### config.mk
export PLATFORM = sky130hd
export DESIGN_NAME = crc16_frame_appender_top
export DESIGN_NICKNAME = d
export VERILOG_FILES = /design/src/design/crcfa_pkg.sv /design/src/design/crcfa_front.sv /design/src/design/crcfa_queue.sv /design/src/design/crcfa_back.sv /design/src/design/crc16_frame_appender_top.sv
export VERILOG_INCLUDE_DIRS = /design/src /design/src/design
export SDC_FILE = /design/constraint.sdc
export NUM_CORES = 1
export LEC_CHECK = 0
export ABC_AREA = 1
export ABC_CLOCK_PERIOD_IN_PS = 2350
export BUFFER_PORTS_ARGS = -buffer_cell sky130_fd_sc_hd__buf_2
export CORE_MARGIN = 4
export CORE_UTILIZATION = 30
export DETAILED_ROUTE_END_ITERATION = 16
export GPL_ROUTABILITY_DRIVEN = 0
export GPL_TIMING_DRIVEN = 0
export HOLD_SLACK_MARGIN = 0.03
export PLACE_DENSITY = 0.58
export SLEW_MARGIN = 20
export SYNTH_ARGS = -nofsm -noshare
export SYNTH_HDL_FRONTEND = slang
export SYNTH_SLANG_ARGS = --single-unit
### constraint.sdc
create_clock -name clk_i -period 2.35 [get_ports clk_i]
set_input_delay 0.5875 -clock clk_i [delete_from_list [all_inputs] [get_ports clk_i]]
set_output_delay 0.5875 -clock clk_i [all_outputs]
set_load 0.01 [all_outputs]
### src/design/crc16_frame_appender_top_assert.svh
// Assertion macros for the CRC-16 frame appender back end.
`ifndef CRC16_FRAME_APPENDER_TOP_ASSERT_SVH
`define CRC16_FRAME_APPENDER_TOP_ASSERT_SVH

// Property checked on every rising edge outside reset.
`define CRCFA_ASSERT(lbl, clk, rstn, prop, msg) \
  lbl: assert property (@(posedge clk) disable iff (!rstn) (prop)) else $error(msg);

// Condition that must never hold outside reset.
`define CRCFA_NEVER(lbl, clk, rstn, cond, msg) \
  lbl: assert property (@(posedge clk) disable iff (!rstn) !(cond)) else $error(msg);

`endif

### src/design/crcfa_pkg.sv
// Package: types, constants and CRC step function for the frame appender.
`timescale 1ns / 1ps
package crcfa_pkg;

  localparam logic [15:0] CRC_POLY       = 16'h8005;
  localparam logic [15:0] CRC_INIT_RST   = 16'hFFFF;
  localparam int          QUEUE_DEPTH_DEF = 2;

  typedef struct packed {
    logic [7:0]  data_byte;
    logic        eof;
    logic [15:0] crc;
  } crcfa_entry_t;

  // One byte through the CRC-16, MSB first, eight shift steps.
  function automatic logic [15:0] crc_byte(input logic [15:0] crc, input logic [7:0] b);
    logic [15:0] r;
    r = crc ^ {b, 8'h00};
    for (int k = 0; k < 8; k++) begin
      if (r[15]) begin
        r = {r[14:0], 1'b0} ^ CRC_POLY;
      end else begin
        r = {r[14:0], 1'b0};
      end
    end
    return r;
  endfunction

endpackage

### src/design/crcfa_front.sv
// Front end: takes input beats, runs the CRC and queues each byte with its CRC.
`timescale 1ns / 1ps
module crcfa_front
  import crcfa_pkg::*;
(
  input  logic         clk_i,
  input  logic         rst_ni,
  input  logic         cfg_we_i,
  input  logic [15:0]  cfg_crc_init_i,
  input  logic         in_valid_i,
  output logic         in_stall_o,
  input  logic [7:0]   data_byte_i,
  input  logic         end_of_frame_i,
  output logic         push_valid_o,
  output crcfa_entry_t push_entry_o,
  input  logic         push_stall_i
);

  logic [15:0] crc_init_q, crc_init_d;
  logic [15:0] crc_q, crc_d;
  logic [15:0] crc_next;
  logic        accept;

  assign crc_next   = crc_byte(crc_q, data_byte_i);
  assign in_stall_o = push_stall_i;
  assign accept     = in_valid_i && !push_stall_i;

  assign push_valid_o           = in_valid_i;
  assign push_entry_o.data_byte = data_byte_i;
  assign push_entry_o.eof       = end_of_frame_i;
  assign push_entry_o.crc       = crc_next;

  always_comb begin
    crc_init_d = crc_init_q;
    crc_d      = crc_q;
    if (cfg_we_i) begin
      crc_init_d = cfg_crc_init_i;
      crc_d      = cfg_crc_init_i;
    end else if (accept) begin
      // frame end reloads the seed for the next frame
      crc_d = end_of_frame_i ? crc_init_q : crc_next;
    end
  end

  always_ff @(posedge clk_i or negedge rst_ni) begin
    if (!rst_ni) begin
      crc_init_q <= CRC_INIT_RST;
      crc_q      <= CRC_INIT_RST;
    end else begin
      crc_init_q <= crc_init_d;
      crc_q      <= crc_d;
    end
  end

endmodule

### src/design/crcfa_queue.sv
// Short FIFO between front and back ends.
`timescale 1ns / 1ps
module crcfa_queue
  import crcfa_pkg::*;
#(
  parameter int Depth = QUEUE_DEPTH_DEF
) (
  input  logic         clk_i,
  input  logic         rst_ni,
  input  logic         push_valid_i,
  input  crcfa_entry_t push_entry_i,
  output logic         push_stall_o,
  output logic         pop_valid_o,
  output crcfa_entry_t pop_entry_o,
  input  logic         pop_i
);

  localparam int PtrW = (Depth > 1) ? $clog2(Depth) : 1;
  localparam int CntW = $clog2(Depth + 1);

  crcfa_entry_t      slots_q [Depth];
  logic [PtrW-1:0]   wr_q, wr_d, rd_q, rd_d;
  logic [CntW-1:0]   cnt_q, cnt_d;
  logic              do_push, do_pop;

  assign push_stall_o = (cnt_q == CntW'(Depth));
  assign pop_valid_o  = (cnt_q != '0);
  assign pop_entry_o  = slots_q[rd_q];
  assign do_push      = push_valid_i && !push_stall_o;
  assign do_pop       = pop_i && pop_valid_o;

  always_comb begin
    wr_d  = wr_q;
    rd_d  = rd_q;
    cnt_d = cnt_q;
    if (do_push) begin
      wr_d = (wr_q == PtrW'(Depth - 1)) ? '0 : wr_q + 1'b1;
    end
    if (do_pop) begin
      rd_d = (rd_q == PtrW'(Depth - 1)) ? '0 : rd_q + 1'b1;
    end
    if (do_push && !do_pop) begin
      cnt_d = cnt_q + 1'b1;
    end else if (do_pop && !do_push) begin
      cnt_d = cnt_q - 1'b1;
    end
  end

  always_ff @(posedge clk_i or negedge rst_ni) begin
    if (!rst_ni) begin
      wr_q  <= '0;
      rd_q  <= '0;
      cnt_q <= '0;
    end else begin
      wr_q  <= wr_d;
      rd_q  <= rd_d;
      cnt_q <= cnt_d;
    end
  end

  always_ff @(posedge clk_i) begin
    if (do_push) begin
      slots_q[wr_q] <= push_entry_i;
    end
  end

endmodule

### src/design/crcfa_back.sv
// Back end: turns each queued entry into one or three output beats.
`timescale 1ns / 1ps
`include "crc16_frame_appender_top_assert.svh"
module crcfa_back
  import crcfa_pkg::*;
(
  input  logic         clk_i,
  input  logic         rst_ni,
  input  logic         q_valid_i,
  input  crcfa_entry_t q_entry_i,
  output logic         q_pop_o,
  output logic         out_valid_o,
  input  logic         out_stall_i,
  output logic [7:0]   out_byte_o,
  output logic         is_crc_byte_o,
  output logic         last_of_run_o
);

  typedef enum logic [1:0] {
    PH_DATA,
    PH_HI,
    PH_LO
  } phase_e;

  phase_e      phase_q, phase_d;
  logic        out_valid_q, out_valid_d;
  logic [7:0]  byte_q, byte_d;
  logic        crc_flag_q, crc_flag_d;
  logic        last_q, last_d;
  logic        load;

  assign load = !out_valid_q || !out_stall_i;

  always_comb begin
    phase_d     = phase_q;
    out_valid_d = out_valid_q;
    byte_d      = byte_q;
    crc_flag_d  = crc_flag_q;
    last_d      = last_q;
    q_pop_o     = 1'b0;
    if (load) begin
      out_valid_d = q_valid_i;
      if (q_valid_i) begin
        case (phase_q)
          PH_DATA: begin
            byte_d     = q_entry_i.data_byte;
            crc_flag_d = 1'b0;
            last_d     = !q_entry_i.eof;
            if (q_entry_i.eof) begin
              phase_d = PH_HI;
            end else begin
              q_pop_o = 1'b1;
            end
          end
          PH_HI: begin
            byte_d     = q_entry_i.crc[15:8];
            crc_flag_d = 1'b1;
            last_d     = 1'b0;
            phase_d    = PH_LO;
          end
          PH_LO: begin
            byte_d     = q_entry_i.crc[7:0];
            crc_flag_d = 1'b1;
            last_d     = 1'b1;
            phase_d    = PH_DATA;
            q_pop_o    = 1'b1;
          end
          default: begin
            out_valid_d = 1'b0;
            phase_d     = PH_DATA;
          end
        endcase
      end
    end
  end

  always_ff @(posedge clk_i or negedge rst_ni) begin
    if (!rst_ni) begin
      phase_q     <= PH_DATA;
      out_valid_q <= 1'b0;
      byte_q      <= '0;
      crc_flag_q  <= 1'b0;
      last_q      <= 1'b0;
    end else begin
      phase_q     <= phase_d;
      out_valid_q <= out_valid_d;
      byte_q      <= byte_d;
      crc_flag_q  <= crc_flag_d;
      last_q      <= last_d;
    end
  end

  assign out_valid_o   = out_valid_q;
  assign out_byte_o    = byte_q;
  assign is_crc_byte_o = crc_flag_q;
  assign last_of_run_o = last_q;

  // mid-sequence the entry must still sit at the queue head
  `CRCFA_NEVER(a_entry_held, clk_i, rst_ni, (phase_q != PH_DATA) && !q_valid_i, "entry lost mid-sequence")
  // a final payload byte goes out as a plain, non-closing beat with the CRC high byte next
  `CRCFA_ASSERT(a_eof_to_hi, clk_i, rst_ni, (load && q_valid_i && phase_q == PH_DATA && q_entry_i.eof) |=> (phase_q == PH_HI && out_valid_q && !last_q && !crc_flag_q), "missing CRC high byte")
  // the CRC high beat, once taken, is followed by the low beat
  `CRCFA_ASSERT(a_hi_to_lo, clk_i, rst_ni, (out_valid_q && crc_flag_q && !last_q && !out_stall_i) |=> (phase_q == PH_LO || (out_valid_q && crc_flag_q && last_q)), "CRC low byte out of order")
  // a pop only happens on a beat that closes the run
  `CRCFA_ASSERT(a_pop_last, clk_i, rst_ni, q_pop_o |=> (out_valid_q && last_q), "pop without run end")

endmodule

### src/design/crc16_frame_appender_top.sv
// Top level of the CRC-16 frame appender.
//
//  channel  | dir | handshake             | beat payload
//  ---------+-----+-----------------------+------------------------------------------
//  input    | in  | in_valid_i/in_stall_o | data_byte_i, end_of_frame_i
//  output   | out | out_valid_o/out_stall_i | out_byte_o, is_crc_byte_o, last_of_run_o
//  config   | in  | cfg_we_i (no wait)    | cfg_crc_init_i (CRC seed)
//
// One input beat per cycle while the queue has room; a mid-frame byte leaves as one
// output beat, a frame-end byte as three (byte, CRC high, CRC low), so the output
// sequencer in the back end sets the sustained rate at which input beats are taken.
// Input reaches the output through the queue slot, then the output register.
// Reset (async, active low) empties the queue and loads 0xFFFF as seed and running CRC.
// A stall on the output holds the output register; the queue then fills and stalls input.
`timescale 1ns / 1ps
module crc16_frame_appender_top
  import crcfa_pkg::*;
#(
  parameter int QueueDepth = QUEUE_DEPTH_DEF
) (
  input  logic        clk_i,
  input  logic        rst_ni,
  input  logic        cfg_we_i,
  input  logic [15:0] cfg_crc_init_i,
  input  logic        in_valid_i,
  output logic        in_stall_o,
  input  logic [7:0]  data_byte_i,
  input  logic        end_of_frame_i,
  output logic        out_valid_o,
  input  logic        out_stall_i,
  output logic [7:0]  out_byte_o,
  output logic        is_crc_byte_o,
  output logic        last_of_run_o
);

  // front -> queue
  logic         push_valid;
  crcfa_entry_t push_entry;
  logic         push_stall;
  // queue -> back
  logic         q_valid;
  crcfa_entry_t q_entry;
  logic         q_pop;

  // Front: CRC runs here, each queued byte carries the CRC including itself.
  crcfa_front u_front (
    .clk_i          (clk_i),
    .rst_ni         (rst_ni),
    .cfg_we_i       (cfg_we_i),
    .cfg_crc_init_i (cfg_crc_init_i),
    .in_valid_i     (in_valid_i),
    .in_stall_o     (in_stall_o),
    .data_byte_i    (data_byte_i),
    .end_of_frame_i (end_of_frame_i),
    .push_valid_o   (push_valid),
    .push_entry_o   (push_entry),
    .push_stall_i   (push_stall)
  );

  // Decoupling queue: lets the front keep taking beats while CRC bytes go out.
  crcfa_queue #(
    .Depth (QueueDepth)
  ) u_queue (
    .clk_i        (clk_i),
    .rst_ni       (rst_ni),
    .push_valid_i (push_valid),
    .push_entry_i (push_entry),
    .push_stall_o (push_stall),
    .pop_valid_o  (q_valid),
    .pop_entry_o  (q_entry),
    .pop_i        (q_pop)
  );

  // Back: serialises each entry into its output beats through the output register.
  crcfa_back u_back (
    .clk_i         (clk_i),
    .rst_ni        (rst_ni),
    .q_valid_i     (q_valid),
    .q_entry_i     (q_entry),
    .q_pop_o       (q_pop),
    .out_valid_o   (out_valid_o),
    .out_stall_i   (out_stall_i),
    .out_byte_o    (out_byte_o),
    .is_crc_byte_o (is_crc_byte_o),
    .last_of_run_o (last_of_run_o)
  );

endmodule

## Word-level counts from Yosys, hierarchy flattened

Memory sizes are Yosys's and may differ from the RTL's.
Cells that the tools add are included.

| cells by class | value |
|---|---|
| reductions and logical operators | 22 |
| multiplexer cells | 28 |
| bitwise gates (word level) | 9 |
| equal/unequal tests | 4 |
| add/subtract/negate cells | 4 |

Operators by type and width:

| kind | count |
|---|---|
| $mux 16 | 11 |
| $not 3->3 | 8 |
| $pmux 8 s3 | 1 |
| $xor 16x16->16 | 1 |
| $mux 1 | 9 |
| $reduce_and 3->1 | 3 |
| $reduce_bool 2->1 | 4 |
| $logic_not 1->1 | 6 |
| $mux 2 | 3 |
| $eq 2x2->1 const B | 2 |
| $logic_and 1x1->1 | 4 |
| $pmux 1 s2 | 2 |
| $pmux 2 s2 | 1 |
| $pmux 1 s3 | 1 |
| $reduce_bool 3->1 | 1 |
| $reduce_or 3->1 | 1 |
| $add 1x1->1 const B | 2 |
| $add 2x1->2 const B | 1 |
| $eq 2x1->1 const B | 1 |
| $logic_not 2->1 | 1 |
| $ne 2x1->1 const B | 1 |
| $reduce_or 2->1 | 1 |
| $sub 2x1->2 const B | 1 |
| $logic_or 1x1->1 | 1 |

| storage, ports and cells | value |
|---|---|
| bits in registers | 49 |
| word-level logic and storage cells | 78 |
| bits in writable memories | 50 |
| input bits | 30 |
| memories kept | 1 |

Memory list:

| memory | depth | width | read ports | clocked after Yosys merged registers in | write ports | line | RTL |
|---|---|---|---|---|---|---|---|
| u_queue.slots_q | 2 | 25 | 1 | 0 | 1 | crcfa_queue.sv:21 | `crcfa_entry_t slots_q [Depth];` |

## Logic depth before layout (Yosys ltp)

| logic depth | value |
|---|---|
| depth after elaboration | 20 |
| depth in mapped cells | 18 |
| gate-level depth less buffers | 18 |

## By module

Synthesis repeated with hierarchy kept, for this count alone.

| unflattened totals | value |
|---|---|
| cells, all modules | 543 |
| area, all modules | 5,049.8 sq um |

Modules (own cells, without submodules):

| module | instances | area each (sq um) | seq. area each (sq um) | cells an instance |
|---|---|---|---|---|
| crcfa_front | 1 | 2,133.3 | 840.8 | 271 |
| crcfa_queue | 1 | 2,077.0 | 1,601.5 | 162 |
| crcfa_back | 1 | 839.6 | 325.3 | 110 |

## Least setup slack after synthesis

OpenSTA, ideal clock, no wires.

| path | value |
|---|---|
| path type | input port to flip-flop |
| start point | input port in_valid_i |
| end point | memory u_queue.slots_q[1][0] (netlist bit) (enable) |
| setup time | 0.408 ns |
| buffers on the path | 0 |
| path slack | 0.125 ns |
| data required time | 1.942 ns |
| stages on the path | 2 |
| arrival time | 1.817 ns |
| cells stage by stage | o21ai_0 nor2_1 |

| between the ends | value |
|---|---|
| cells in the longest elaborated chain, start to end | 3 |

RTL lines:

| element | line | RTL |
|---|---|---|
| start, declared | crc16_frame_appender_top.sv:25 | `input logic in_valid_i,` |
| $logic_and 1x1->1 | crcfa_queue.sv:29 | `assign do_push = push_valid_i && !push_stall_o;` |
| $mux 1 | crcfa_queue.sv:62 | `if (do_push) begin` |
| $mux 1 (implied by the code) | crcfa_queue.sv:63 | `slots_q[wr_q] <= push_entry_i;` |
| end, declared | crcfa_queue.sv:21 |  |

Every way passes these cells.

==> flow_summary_export.csv <==
group,metric,value,unit
critical_path,crit_top_cell,"nand2_4",
cts,clock_latency,0.34,ns
cts,clkTransAtPathRegs,0.07,ns
floorplan,row_count,44,
synth,ys.flop_type,"edfxtp_1",
critical_path,critPathTopFamily,"simple AND/OR/NAND/NOR gates",
drt,first_pass_iters,5,
cts,cts.sinks,99,
cts,htree_levels,3,
timing,fin_crit_sh,94.9,%
synth,syn_area_per_cell,10.1,um2
synth,synthCells,454,
cells_and_area,antenna_cells,0,
critical_path,critPathMaxFanout,5,
drt,vias_per_cell,4.77,
power_and_ir_drop,p_leak,2.23,nW
status,status,"complete, no violations",
critical_path,rr_worst_depth,15,
global_route,antenna_found_initial,0,
cells_and_area,stdcell_count,697,
synth,synth_edf_count,50,
cts,cts_tree,"done",
floorplan,core_area,14800,um2
cells_and_area,drive_gt1_share,25.3,%
critical_path,crit_required,2.43,ns
timing,clock-skew-final,0.00567,ns
timing,post-route-min-period,2.23,ns
floorplan,die_w,132,um
global_route,grt_pass1_vias,3332,
synth,syn_nets,490,
synth,ys_warn_count,0,
synth,ys_types,30,
critical_path,start_kind,"flip-flop",
critical_path,cp.depth,15,
floorplan,die_h,132,um
critical_path,slowest_delay,0.56,ns
drt,wirelength,10700,um
placement,post-dp-hpwl,7890,um
timing,relSlewSlack,57.9,%
placement,dp.cells,681,
flow_run,cap_violations,0,
critical_path,path_cells,"inv_2 > nand2_1 > nand2_1 > nand2_4 > nand3_1 > nand3_4 > nand2_4 > nand2_2 > nand3_2 > nand2_2 > nand2_4 > nand2_4 > nand2_2 > nand3_1 > nand2_1",
global_route,grt_pass1_wl,17100,um
worst_hold_path,hold_class,"input pin to async pin",
cts,holdBufCountCts,0,
drt,drc,0,
critical_path,cpMaxStageDelayCell,"dfstp_2",
synth,synth_area,4590,um2
timing,finalHoldViolCount,0,
cts,cts_buffer_depth,2,
timing,slew_violations,0,
timing,fmax,448,MHz
critical_path,arrival,2.31,ns
critical_path,critPathBufInv,1,
power_and_ir_drop,vdd_drop_max,0.480,mV
placement,numPortBuffers,41,
floorplan,io_pins,42,
drt,drt_iter0_drc,219,
drt,ant_nets,0,
power_and_ir_drop,powerDensity,1320,nW/um2
synth,yosysSeqAreaShare,60.3,%
floorplan,dieArea,17300,um2
cts,clockRootBuffer,"clkbuf_16",
timing,worstMarginPinSlew,0.632,ns
global_route,grtUsageTotal,12.4,%
synth,async_flop_share,49.5,%
cells_and_area,final_nets,545,
cts,cts_buffers,9,
drt,routedWlPerCell,15.3,um
cells_and_area,fin_util,36.9,%
critical_path,crit_path_end_kind,"flip-flop",
critical_path,r2r_slack,0.12,ns
global_route,grt_max_degree,50,
global_route,overflow,0,
cells_and_area,syn_to_final_growth,18.5,%
synth,ys_seq_elements,99,
drt,vias,3325,
timing,setup_viol,0,
floorplan,start_util,31.1,%
critical_path,crit_type,"flip-flop to flip-flop",
## final timing paths
| check | startpoint | to |
|---|---|---|
| max in group asynchronous | rst_ni | u_front.crc_init_q[0] |
| max reg2reg | u_front.crc_q[14] | u_queue.slots_q[0][2] |
| max | u_front.crc_q[14] | u_queue.slots_q[0][2] |
| min in group clk_i | out_stall_i | u_back.out_valid_o |
| min reg2reg | u_back.out_byte_o[0] | u_back.out_byte_o[0] |
| min | rst_ni | u_queue.cnt_q[0] |
## cells by family after synthesis
logic type	Yosys count	share of synthesized area [%]
and+or+nand+nor	150	15.2
buffers and inverters	65	5.34
adders and majority gates	6	1.64
AOI/OAI and AO/OA	118	14.1
xor gates and xnor gates	16	3.38
DFF	99	60.3
## synth_stat cells, types with 2 or more instances
cell      count  share of area, %
o21ai_0      53               5.8
xnor2_1       5              0.95
edfxtp_1     50                33
nand3_2       7               1.5
o22ai_1       8               1.1
inv_1        42               3.4
a21oi_2       3              0.57
dfstp_2      32                18
buf_1         2              0.16
a21oi_1      32               3.5
nand2_4       6               1.5
a31oi_1      13               1.8
o211ai_1      6              0.98
ha_1          6               1.6
nand2_2       6              0.82
inv_2         2              0.16
xor2_1        9               1.7
clkbuf_1     17               1.4
nand2_1      73               6.0
nand3_1      13               1.4
dfrtp_1      17               9.3
nor2_1       44               3.6
## stage by stage
stage               instance area (um2)  setup WS [ns]  TNS [ns]  hold WS (ns)  power (W)
floorplan                          4590          0.125         0         0.292    0.00472
global placement                   5020         -0.631    -31.67         0.453    0.00548
detailed placement                 5090         -0.290     -3.62         0.468    0.00567
CTS                                5380          0.110         0         0.468    0.00713
global route                       5440        -0.0259   -0.0745         0.297    0.00769
finish                             5440          0.120         0         0.261    0.00718
## final cells by class
| cell class | count | area (um2) |
|---|---|---|
| fillers | 1482 | 9310 |
| flip-flops and latches | 99 | 2770 |
| multi-input cells | 290 | 1650 |
| repair buffers | 44 | 263 |
| clock buffers | 11 | 233 |
| well taps | 184 | 230 |
| inverters | 45 | 169 |
| plain buffers | 20 | 76.3 |
| clock inverters | 4 | 52.6 |
## where the power goes
part           switching (W)  total (W)  internal [W]
clock               0.000604    0.00142      0.000820
sequential          0.000241    0.00285       0.00261
combinational        0.00196    0.00290      0.000946
total                0.00280    0.00718       0.00438
## flip-flops by register name (all words and copies together), names as in the netlist
name and flops:
u_back.phase_q 2, u_queue.wr_q 1, u_back.out_valid_o 1, u_queue.slots_q 50, u_front.crc_q 16, u_back.is_crc_byte_o 1, u_queue.cnt_q 2, u_back.out_byte_o 8
u_back.last_of_run_o 1, u_front.crc_init_q 16, u_queue.rd_q 1
## layout by cell type (no fill, tap or decap), types with 11 or more instances in the layout
cell,count
o21ai_0,51
nand3_2,11
a31oi_1,13
nor2_1,41
a21oi_1,32
nand2_1,70
inv_1,42
edfxtp_1,50
clkbuf_1,19
dfrtp_1,17
buf_2,41
dfstp_2,32
## per-layer routing
layer	global-route usage, %	vias to the layer above	share of wire, %
met1	16.7	1575	48
met2	19.8	92	46
met5	0	-	0
li1	-	1647	-
met4	3.03	0	1.4
met3	3.29	11	5.3
## timing repair
action / in CTS / in global routing
setup buffers: 0 / 1
pin swaps: 0 / 3
resized for setup: 2 / 12
endpoints found under the setup margin: 10 / 11
(Power assumes the default switching activity.)
